`src/rtl/core/sfc_pkg.sv`:
```
// Shared types, constants and the CRC-8 byte update of the sensor frame checker.
// No dependencies; used by every module in rtl/core.
`default_nettype none

package sfc_pkg;

	// frame layout: each word is high byte, low byte, CRC byte
	localparam int unsigned WordsPerFrame = 3;
	localparam int unsigned BytesPerWord  = 3;

	localparam logic [7:0]  CrcPoly = 8'h31;
	localparam logic [7:0]  CrcInit = 8'hFF;
	localparam logic [13:0] HumiMax = 14'd9999;

	// register indexes of the configuration port
	localparam logic [7:0] RegTempGain   = 8'd0;
	localparam logic [7:0] RegTempOffset = 8'd1;
	localparam logic [7:0] RegHumiGain   = 8'd2;
	localparam logic [7:0] RegHumiOffset = 8'd3;

	// register values after reset
	localparam logic signed [15:0] TempGainRst   = 16'sd17500;
	localparam logic signed [15:0] TempOffsetRst = -16'sd4500;
	localparam logic [14:0]        HumiGainRst   = 15'd10000;
	localparam logic signed [15:0] HumiOffsetRst = 16'sd0;

	// byte phase inside a word
	typedef enum logic [1:0] {
		PH_HIGH = 2'd0,
		PH_LOW  = 2'd1,
		PH_CRC  = 2'd2
	} sfc_phase_t;

	typedef struct packed {
		logic signed [15:0] temp_gain;
		logic signed [15:0] temp_offset;
		logic [14:0]        humi_gain;
		logic signed [15:0] humi_offset;
	} sfc_cfg_t;

	// one completed frame, ready for scaling
	typedef struct packed {
		logic [15:0] co2;
		logic [15:0] temp_raw;
		logic [15:0] humi_raw;
		logic        bad;
		logic [15:0] count;
	} sfc_sample_t;

	// shift one byte through the CRC register, MSB first, no reflection
	function automatic logic [7:0] crc8_shift(input logic [7:0] c_in);
		logic [7:0] c;
		c = c_in;
		for (int i = 0; i < 8; i++) begin
			c = c[7] ? ({c[6:0], 1'b0} ^ CrcPoly) : {c[6:0], 1'b0};
		end
		return c;
	endfunction

endpackage

`default_nettype wire

```
`src/rtl/core/sfc_frame_parser.sv`:
```
// Byte framing, per-word CRC-8 check and good-frame counter.
// Depends on sfc_pkg; feeds each completed frame into sfc_scaler.
`default_nettype none

module sfc_frame_parser
	import sfc_pkg::*;
(
	input  wire logic        clk,
	input  wire logic        arst_n,
	input  wire logic        accept,
	input  wire logic        load_ok,
	input  wire logic [7:0]  rx_byte,
	input  wire logic        frame_start,
	output logic             valid_s1,
	output sfc_sample_t      sample_s1
);

	sfc_phase_t  phase_q;
	logic [1:0]  word_q;
	logic [7:0]  high_q;
	logic [7:0]  crc_q;
	logic [15:0] co2_q;
	logic [15:0] temp_q;
	logic [15:0] humi_q;
	logic        bad_q;
	logic [15:0] count_q;

	sfc_phase_t  phase_eff;
	logic [1:0]  word_eff;
	logic        bad_eff;
	logic        bad_next;
	logic        last_byte;
	logic [15:0] word_val;
	logic [15:0] count_next;

	// a frame mark restarts the frame and drops any partial one
	always_comb begin
		phase_eff  = frame_start ? PH_HIGH : phase_q;
		word_eff   = frame_start ? 2'd0 : word_q;
		bad_eff    = (frame_start || (phase_eff == PH_HIGH && word_eff == 2'd0)) ? 1'b0
			: bad_q;
		bad_next   = bad_eff || (rx_byte != crc_q);
		last_byte  = (phase_eff == PH_CRC) &&
			(word_eff == 2'(WordsPerFrame - 1));
		word_val   = {high_q, rx_byte};
		count_next = bad_next ? count_q : count_q + 16'd1;
	end

	// advance framing state on each byte transfer
	always_ff @(posedge clk or negedge arst_n) begin
		if (!arst_n) begin
			phase_q <= PH_HIGH;
			word_q  <= 2'd0;
			high_q  <= 8'd0;
			crc_q   <= CrcInit;
			co2_q   <= 16'd0;
			temp_q  <= 16'd0;
			humi_q  <= 16'd0;
			bad_q   <= 1'b0;
			count_q <= 16'd0;
		end else if (accept) begin
			case (phase_eff)
				PH_HIGH: begin
					high_q  <= rx_byte;
					crc_q   <= crc8_shift(CrcInit ^ rx_byte);
					bad_q   <= bad_eff;
					phase_q <= PH_LOW;
					word_q  <= word_eff;
				end
				PH_LOW: begin
					crc_q   <= crc8_shift(crc_q ^ rx_byte);
					bad_q   <= bad_eff;
					phase_q <= PH_CRC;
					word_q  <= word_eff;
					case (word_eff)
						2'd0:    co2_q  <= word_val;
						2'd1:    temp_q <= word_val;
						default: humi_q <= word_val;
					endcase
				end
				default: begin
					phase_q <= PH_HIGH;
					if (last_byte) begin
						word_q  <= 2'd0;
						bad_q   <= 1'b0;
						count_q <= count_next;
					end else begin
						word_q <= word_eff + 2'd1;
						bad_q  <= bad_next;
					end
				end
			endcase
		end
	end

	// hold the completed frame until the scaler takes it
	always_ff @(posedge clk or negedge arst_n) begin
		if (!arst_n) begin
			valid_s1 <= 1'b0;
		end else if (load_ok) begin
			valid_s1 <= accept && last_byte;
		end
	end

	always_ff @(posedge clk) begin
		if (load_ok && accept && last_byte) begin
			sample_s1.co2      <= co2_q;
			sample_s1.temp_raw <= temp_q;
			sample_s1.humi_raw <= humi_q;
			sample_s1.bad      <= bad_next;
			sample_s1.count    <= count_next;
		end
	end

endmodule

`default_nettype wire

```
`src/rtl/core/sfc_scaler.sv`:
```
// Two-stage scaling pipeline: multiply stage, then offset, wrap, clamp into the
// output register. Depends on sfc_pkg.
`default_nettype none

module sfc_scaler
	import sfc_pkg::*;
(
	input  wire logic         clk,
	input  wire logic         arst_n,
	input  wire sfc_cfg_t     cfg,
	input  wire logic         valid_s1,
	input  wire sfc_sample_t  sample_s1,
	output logic              take_s1,
	output logic              out_valid,
	input  wire logic         out_stall,
	output logic [15:0]       co2_ppm,
	output logic signed [15:0] temperature,
	output logic [13:0]       humidity,
	output logic              crc_error,
	output logic [15:0]       sample_count
);

	logic                valid_s2;
	logic signed [32:0]  temp_prod_s2;
	logic [30:0]         humi_prod_s2;
	logic [15:0]         co2_s2;
	logic                bad_s2;
	logic [15:0]         count_s2;

	logic                load_out;
	logic                take_s2;
	logic signed [15:0]  temp_sum;
	logic [16:0]         humi_sum;
	logic [15:0]         humi_wrap;
	logic [13:0]         humi_clamp;

	assign load_out = !out_valid || !out_stall;
	assign take_s2  = load_out;
	assign take_s1  = !valid_s2 || take_s2;

	// multiply stage
	always_ff @(posedge clk or negedge arst_n) begin
		if (!arst_n) begin
			valid_s2 <= 1'b0;
		end else if (take_s1) begin
			valid_s2 <= valid_s1;
		end
	end

	always_ff @(posedge clk) begin
		if (take_s1 && valid_s1) begin
			temp_prod_s2 <= $signed({1'b0, sample_s1.temp_raw}) * cfg.temp_gain;
			humi_prod_s2 <= sample_s1.humi_raw * cfg.humi_gain;
			co2_s2       <= sample_s1.co2;
			bad_s2       <= sample_s1.bad;
			count_s2     <= sample_s1.count;
		end
	end

	// floor shift, add offset, wrap to 16 bits, clamp humidity
	always_comb begin
		temp_sum  = temp_prod_s2[31:16] + cfg.temp_offset;
		humi_sum  = {2'b00, humi_prod_s2[30:16]} +
			{cfg.humi_offset[15], cfg.humi_offset};
		humi_wrap = humi_sum[15:0];
		if (humi_wrap[15]) begin
			humi_clamp = 14'd0;
		end else if (humi_wrap > {2'b00, HumiMax}) begin
			humi_clamp = HumiMax;
		end else begin
			humi_clamp = humi_wrap[13:0];
		end
	end

	// output register
	always_ff @(posedge clk or negedge arst_n) begin
		if (!arst_n) begin
			out_valid <= 1'b0;
		end else if (load_out) begin
			out_valid <= valid_s2;
		end
	end

	always_ff @(posedge clk) begin
		if (load_out && valid_s2) begin
			co2_ppm      <= bad_s2 ? 16'd0 : co2_s2;
			temperature  <= bad_s2 ? 16'sd0 : temp_sum;
			humidity     <= bad_s2 ? 14'd0 : humi_clamp;
			crc_error    <= bad_s2;
			sample_count <= count_s2;
		end
	end

endmodule

`default_nettype wire

```
`src/rtl/core/sensor_frame_crc_check_and_scale.sv`:
```
// Top level of the sensor frame checker: configuration registers, parser and
// scaler. Depends on sfc_pkg, sfc_frame_parser and sfc_scaler.
//
// Usage:
//   Input channel (in_valid / in_stall): one received byte per transfer, with
//   frame_start marking the first byte of a nine-byte frame. Without the
//   mark, frames follow one another back to back.
//   Output channel (out_valid / out_stall): one result per frame, on the
//   ninth byte: CO2, scaled temperature and clamped humidity, or crc_error
//   with zeroed values. sample_count counts good frames and wraps.
//   Config channel (cfg_valid / cfg_ready): always ready; write only while
//   no frame result is outstanding.
//   Throughput: one byte per cycle while in_stall is low. The result of a
//   frame passes through the frame register, which loads on the transfer of
//   its ninth byte, then the multiply stage and the output register.
//   Stalling: a waiting result sits in the output register while the
//   multiply stage behind it can still take one frame; in_stall rises once
//   the multiply stage and the output register both hold a frame and
//   out_stall is high, whether or not the frame register holds one.
//   Reset: arst_n clears the framing state, the counter and the pipeline and
//   loads the default gains and offsets.
`default_nettype none

module sensor_frame_crc_check_and_scale
	import sfc_pkg::*;
(
	input  wire logic         clk,
	input  wire logic         arst_n,
	input  wire logic         in_valid,
	output logic              in_stall,
	input  wire logic [7:0]   rx_byte,
	input  wire logic         frame_start,
	output logic              out_valid,
	input  wire logic         out_stall,
	output logic [15:0]       co2_ppm,
	output logic signed [15:0] temperature,
	output logic [13:0]       humidity,
	output logic              crc_error,
	output logic [15:0]       sample_count,
	input  wire logic         cfg_valid,
	output logic              cfg_ready,
	input  wire logic [7:0]   cfg_index,
	input  wire logic [15:0]  cfg_data
);

	sfc_cfg_t    cfg_q;
	logic        valid_s1;
	sfc_sample_t sample_s1;
	logic        take_s1;
	logic        accept;

	assign cfg_ready = 1'b1;
	assign in_stall  = !take_s1;
	assign accept    = in_valid && !in_stall;

	// configuration registers; unknown indexes are dropped
	always_ff @(posedge clk or negedge arst_n) begin
		if (!arst_n) begin
			cfg_q.temp_gain   <= TempGainRst;
			cfg_q.temp_offset <= TempOffsetRst;
			cfg_q.humi_gain   <= HumiGainRst;
			cfg_q.humi_offset <= HumiOffsetRst;
		end else if (cfg_valid && cfg_ready) begin
			case (cfg_index)
				RegTempGain:   cfg_q.temp_gain   <= cfg_data;
				RegTempOffset: cfg_q.temp_offset <= cfg_data;
				RegHumiGain:   cfg_q.humi_gain   <= cfg_data[14:0];
				RegHumiOffset: cfg_q.humi_offset <= cfg_data;
				default: ;
			endcase
		end
	end

	sfc_frame_parser u_parser (
		.clk         (clk),
		.arst_n      (arst_n),
		.accept      (accept),
		.load_ok     (take_s1),
		.rx_byte     (rx_byte),
		.frame_start (frame_start),
		.valid_s1    (valid_s1),
		.sample_s1   (sample_s1)
	);

	sfc_scaler u_scaler (
		.clk          (clk),
		.arst_n       (arst_n),
		.cfg          (cfg_q),
		.valid_s1     (valid_s1),
		.sample_s1    (sample_s1),
		.take_s1      (take_s1),
		.out_valid    (out_valid),
		.out_stall    (out_stall),
		.co2_ppm      (co2_ppm),
		.temperature  (temperature),
		.humidity     (humidity),
		.crc_error    (crc_error),
		.sample_count (sample_count)
	);

	// input held back only while the sink stalls a waiting result
	a_stall_full: assert property (@(posedge clk) disable iff (!arst_n)
		in_stall |-> (out_valid && out_stall))
		else $error("input stalled with no waiting result");

	// failed frames carry no measurement
	a_bad_zero: assert property (@(posedge clk) disable iff (!arst_n)
		(out_valid && crc_error) |->
			(co2_ppm == 16'd0 && temperature == 16'sd0 && humidity == 14'd0))
		else $error("failed frame carries measurement data");

	// humidity stays inside its clamp range
	a_humi_range: assert property (@(posedge clk) disable iff (!arst_n)
		out_valid |-> (humidity <= HumiMax))
		else $error("humidity above clamp limit");

endmodule

`default_nettype wire
```
`config.mk`:
```
export PLATFORM = sky130hd
export DESIGN_NAME = sensor_frame_crc_check_and_scale
export DESIGN_NICKNAME = d
export VERILOG_FILES = /design/src/rtl/core/sfc_pkg.sv /design/src/rtl/core/sfc_frame_parser.sv /design/src/rtl/core/sfc_scaler.sv /design/src/rtl/core/sensor_frame_crc_check_and_scale.sv
export SDC_FILE = /design/constraint.sdc
export NUM_CORES = 2
export LEC_CHECK = 0
export BUFFER_PORTS_ARGS = -buffer_cell sky130_fd_sc_hd__buf_2
export CAP_MARGIN = 25
export CELL_PAD_IN_SITES_DETAIL_PLACEMENT = 2
export CELL_PAD_IN_SITES_GLOBAL_PLACEMENT = 2
export CORE_ASPECT_RATIO = 1.5
export CORE_UTILIZATION = 48
export CTS_BUF_LIST = sky130_fd_sc_hd__clkbuf_2 sky130_fd_sc_hd__clkbuf_4 sky130_fd_sc_hd__clkbuf_8
export CTS_CLUSTER_DIAMETER = 120
export CTS_CLUSTER_SIZE = 14
export DETAILED_ROUTE_END_ITERATION = 6
export GPL_TIMING_DRIVEN = 0
export HOLD_SLACK_MARGIN = 0.02
export PLACE_DENSITY_LB_ADDON = 0.12
export SYNTH_ARGS = -nofsm -noshare
export SYNTH_HDL_FRONTEND = slang
export SYNTH_HIERARCHICAL = 1
export SYNTH_SLANG_ARGS = --single-unit
```
`constraint.sdc`:
```
create_clock -name clk -period 9.79 [get_ports clk]
set_input_delay 2.4475 -clock clk [delete_from_list [all_inputs] [get_ports clk]]
set_output_delay 2.4475 -clock clk [all_outputs]
set_load 0.01 [all_outputs]
```
==> flow_metrics.env <==
export IMPL_status="finished, final reports clean"
export IMPL_rows=111
export IMPL_worst_slew_pin_transition_ns=1.03
export IMPL_die_h_um=307
export IMPL_synth_most_common_cell="inv_1"
export IMPL_hold_viol=0
export IMPL_p_int_mw=2.54
export IMPL_drive_gt1_frac=0.120
export IMPL_synth_seq_area_share=0.323
export IMPL_ys_seq_elements=343
export IMPL_start_util=0.486
export IMPL_final_cell_area_mm2=0.0318
export IMPL_yosys_area_top_type="fa_1"
export IMPL_num_io_pins=104
export IMPL_core_mm2=0.0611
export IMPL_timing_fmax_mhz=124
export IMPL_wl_per_cell_um=25.8
export IMPL_cts_tree="yes"
export IMPL_maxCapViolations=0
export IMPL_rr_endpoint="u_scaler/temp_prod_s2[31]"
export IMPL_clkPwrFrac=0.224
export IMPL_synth_top_cell_area_share=0.252
export IMPL_grt_max_degree=84
export IMPL_ant_nets=0
export IMPL_ctsResizeCount=0
export IMPL_post_route_period_util=0.824
export IMPL_numCtsBuffers=28
export IMPL_drc_errors=0
export IMPL_cts_sinks=343
export IMPL_dp_hpwl_mm=74.6
export IMPL_critPathLaunch="u_parser/sample_s1[40]"
export IMPL_hold_path_class="flip-flop to flip-flop"
export IMPL_slew_viol_final=0
export IMPL_drt_wl_total_mm=93.6
export IMPL_synth_cells=2686
export IMPL_grt_total_usage=0.310
export IMPL_reg2reg_from="u_parser/sample_s1[40]"
export IMPL_ys_warn_count=6
export IMPL_finClkSkew_ns=0.0580
export IMPL_synth_edff_count=192
export IMPL_async_flop_share=0.440
export IMPL_cp_arrival_ns=8.45
export IMPL_cts_root_buffer="clkbuf_8"
export IMPL_synth_avg_cell_area_um2=11.0
export IMPL_power_share_combinational=0.289
export IMPL_overflow=0
export IMPL_cts_setup_buffers=0
export IMPL_vias=20018
export IMPL_viasPerCell=5.51
export IMPL_setup_violations=0
export IMPL_p_per_area_mw_per_mm2=119
export IMPL_worstPathRequired_ns=10.17
export IMPL_gp_congestion=0.904
export IMPL_grt_pass1_wl_mm=146
export IMPL_path_clk_slew_ns=0.10
export IMPL_cts_max_level=1
export IMPL_die_w_um=205
export IMPL_clk_latency_ns=0.64
export IMPL_syn_area_mm2=0.0297
export IMPL_ys_flop_type="edfxtp_1"
export IMPL_die_area_mm2=0.0628
export IMPL_period_minus_slack_ns=8.07
export IMPL_crit_path_end="u_scaler/temp_prod_s2[31]"
export IMPL_fin_nets=3465
export IMPL_syn_nets=3335
export IMPL_path_max_fanout=10
export IMPL_hold_ws_ns=0.398
export IMPL_worstHoldStart="u_parser/sample_s1[58]"
export IMPL_power_leakage_nw=15.3
export IMPL_antenna_found_initial=3
export IMPL_switching_share=0.328
export IMPL_power_mw=3.78
export IMPL_endpoint_kind="flip-flop"
export IMPL_portBuffers=96
export IMPL_postCtsHoldBufs=0
export IMPL_area_delta_synth_final_pct=7.29
export IMPL_grt_pass1_vias=24537
export IMPL_dpl_instance_area_mm2=0.0313
export IMPL_drt_first_pass_iters=5
export IMPL_seq_power_share=0.487
export IMPL_yosysUniqueCellTypes=70
export IMPL_clk_path_buf_depth=3
export IMPL_critical_path_class="flip-flop to flip-flop"
export IMPL_drtIter0Drc=764
export IMPL_r2r_worst_path_cells=24
export IMPL_synth_area_leaders="fa_1 25%, edfxtp_1 19%, dfrtp_1 10%"
export IMPL_utilization=0.521
export IMPL_rsz0062_at_grt="false"
export IMPL_max_slew_margin=0.315
export IMPL_worstSetupStartpointType="flip-flop"
export IMPL_rrSetupSlack_ns=1.72
export IMPL_vdd_ir_drop_max_mv=0.139
export IMPL_p_switching_mw=1.24
export IMPL_synth_commonest_cells="472 x inv_1, 374 x fa_1, 277 x nand2_1, 253 x and2_1, 237 x ha_1"
==> metal layers <==
metal | wire (um) | GRT usage | share of wire
met5 | 8 | 0 | 0.000086
met2 | 51200 | 0.581 | 0.55
met3 | 2560 | 0.0243 | 0.027
met4 | 3850 | 0.120 | 0.041
met1 | 36000 | 0.361 | 0.38
==> cell usage in the layout (no fill, tap or decap), types with 63 or more instances in the layout <==
cell,n
edfxtp_1,192
buf_2,97
and2_1,251
nor2_1,72
clkbuf_1,85
inv_1,472
dfrtp_1,122
xor2_1,63
mux2_2,123
fa_1,374
ha_1,237
nand2_1,277
==> final cells by class <==
type	count	area, um^2
Clock inverter	2	17.5
Buffer	98	430
Antenna cell	3	7.51
Inverter	473	1780
Tap cell	791	990
Fill cell	6217	29300
Sequential cell	343	9580
Clock buffer	50	551
Multi-Input combinational cell	1772	17900
Timing Repair Buffer	100	582
==> flip-flops by register name, summed over array words and instances (netlist names), 8 cells and up <==
signal / count
u_parser/humi_q: 16
u_scaler/sample_count: 16
u_parser/count_q: 16
u_scaler/humidity: 14
u_parser/sample_s1: 65
u_parser/co2_q: 16
u_parser/crc_q: 8
u_scaler/co2_s2: 16
u_scaler/count_s2: 16
u_parser/temp_q: 16
u_scaler/humi_prod_s2: 15
cfg_q: 63
u_scaler/temp_prod_s2: 16
u_scaler/temperature: 16
u_parser/high_q: 8
u_scaler/co2_ppm: 16
==> how the worst min path moves through the flow <==
stage | end | slack, ns | depth (start not counted)
2_1_floorplan | u_scaler/bad_s2 | 0.40 | 0
3_3_place_gp | u_scaler/bad_s2 | 0.40 | 0
3_5_place_dp | u_scaler/count_s2[8] | 0.41 | 0
4_1_cts | u_scaler/co2_s2[9] | 0.40 | 0
5_1_grt | u_scaler/co2_s2[9] | 0.40 | 0
6_report | u_scaler/co2_s2[9] | 0.40 | 0
==> power groups by stage <==
stage	Combinational, mW	Clock [mW]	Sequential (mW)
6_report	1.09	0.847	1.84
5_1_grt	1.21	0.911	1.85
4_1_cts	1.11	0.869	1.84
3_5_place_dp	1.09	0	1.87
3_3_place_gp	0.986	0	1.84
2_1_floorplan	0.758	0	1.80
==> cell families (layout without fill, tap and decap cells) <==
kind of cell / after synthesis / in the layout / synth area share
AOI/OAI and AO/OA: 166 / 166 / 0.0373
and+or+nand+nor: 743 / 743 / 0.128
xor gates and xnor gates: 126 / 126 / 0.0381
muxes: 125 / 125 / 0.0474
other: 1 / 4 / 0.000126
DFF: 343 / 343 / 0.323
adders and majority gates: 611 / 611 / 0.352
buffers and inverters: 571 / 723 / 0.0743
==> critical path: stages, from the launching register on <==
cell	delay, ns
edfxtp_1	0.64
clkbuf_1	0.60
nand2_1	0.17
fa_1	0.57
inv_1	0.06
fa_1	0.52
inv_1	0.06
fa_1	0.52
inv_1	0.05
fa_1	0.45
fa_1	0.49
inv_1	0.07
fa_1	0.48
inv_1	0.05
ha_1	0.30
nand4_1	0.15
nor3_1	0.40
o2111ai_1	0.23
nand4_1	0.30
a41oi_1	0.33
o22ai_1	0.50
a211oi_1	0.21
o21ai_0	0.30
o211ai_1	0.18
xnor2_1	0.17
==> per-stage QoR <==
step,setup TNS (ns),cells,setup slack [ns]
finish,0,3632,1.72
floorplan,0,2686,2.19
global placement,-20.42,3573,-0.332
CTS,0,3629,1.71
global route,0,3630,1.22
detailed placement,0,3577,1.80
No activity file was read; power rests on OpenSTA's default activity.
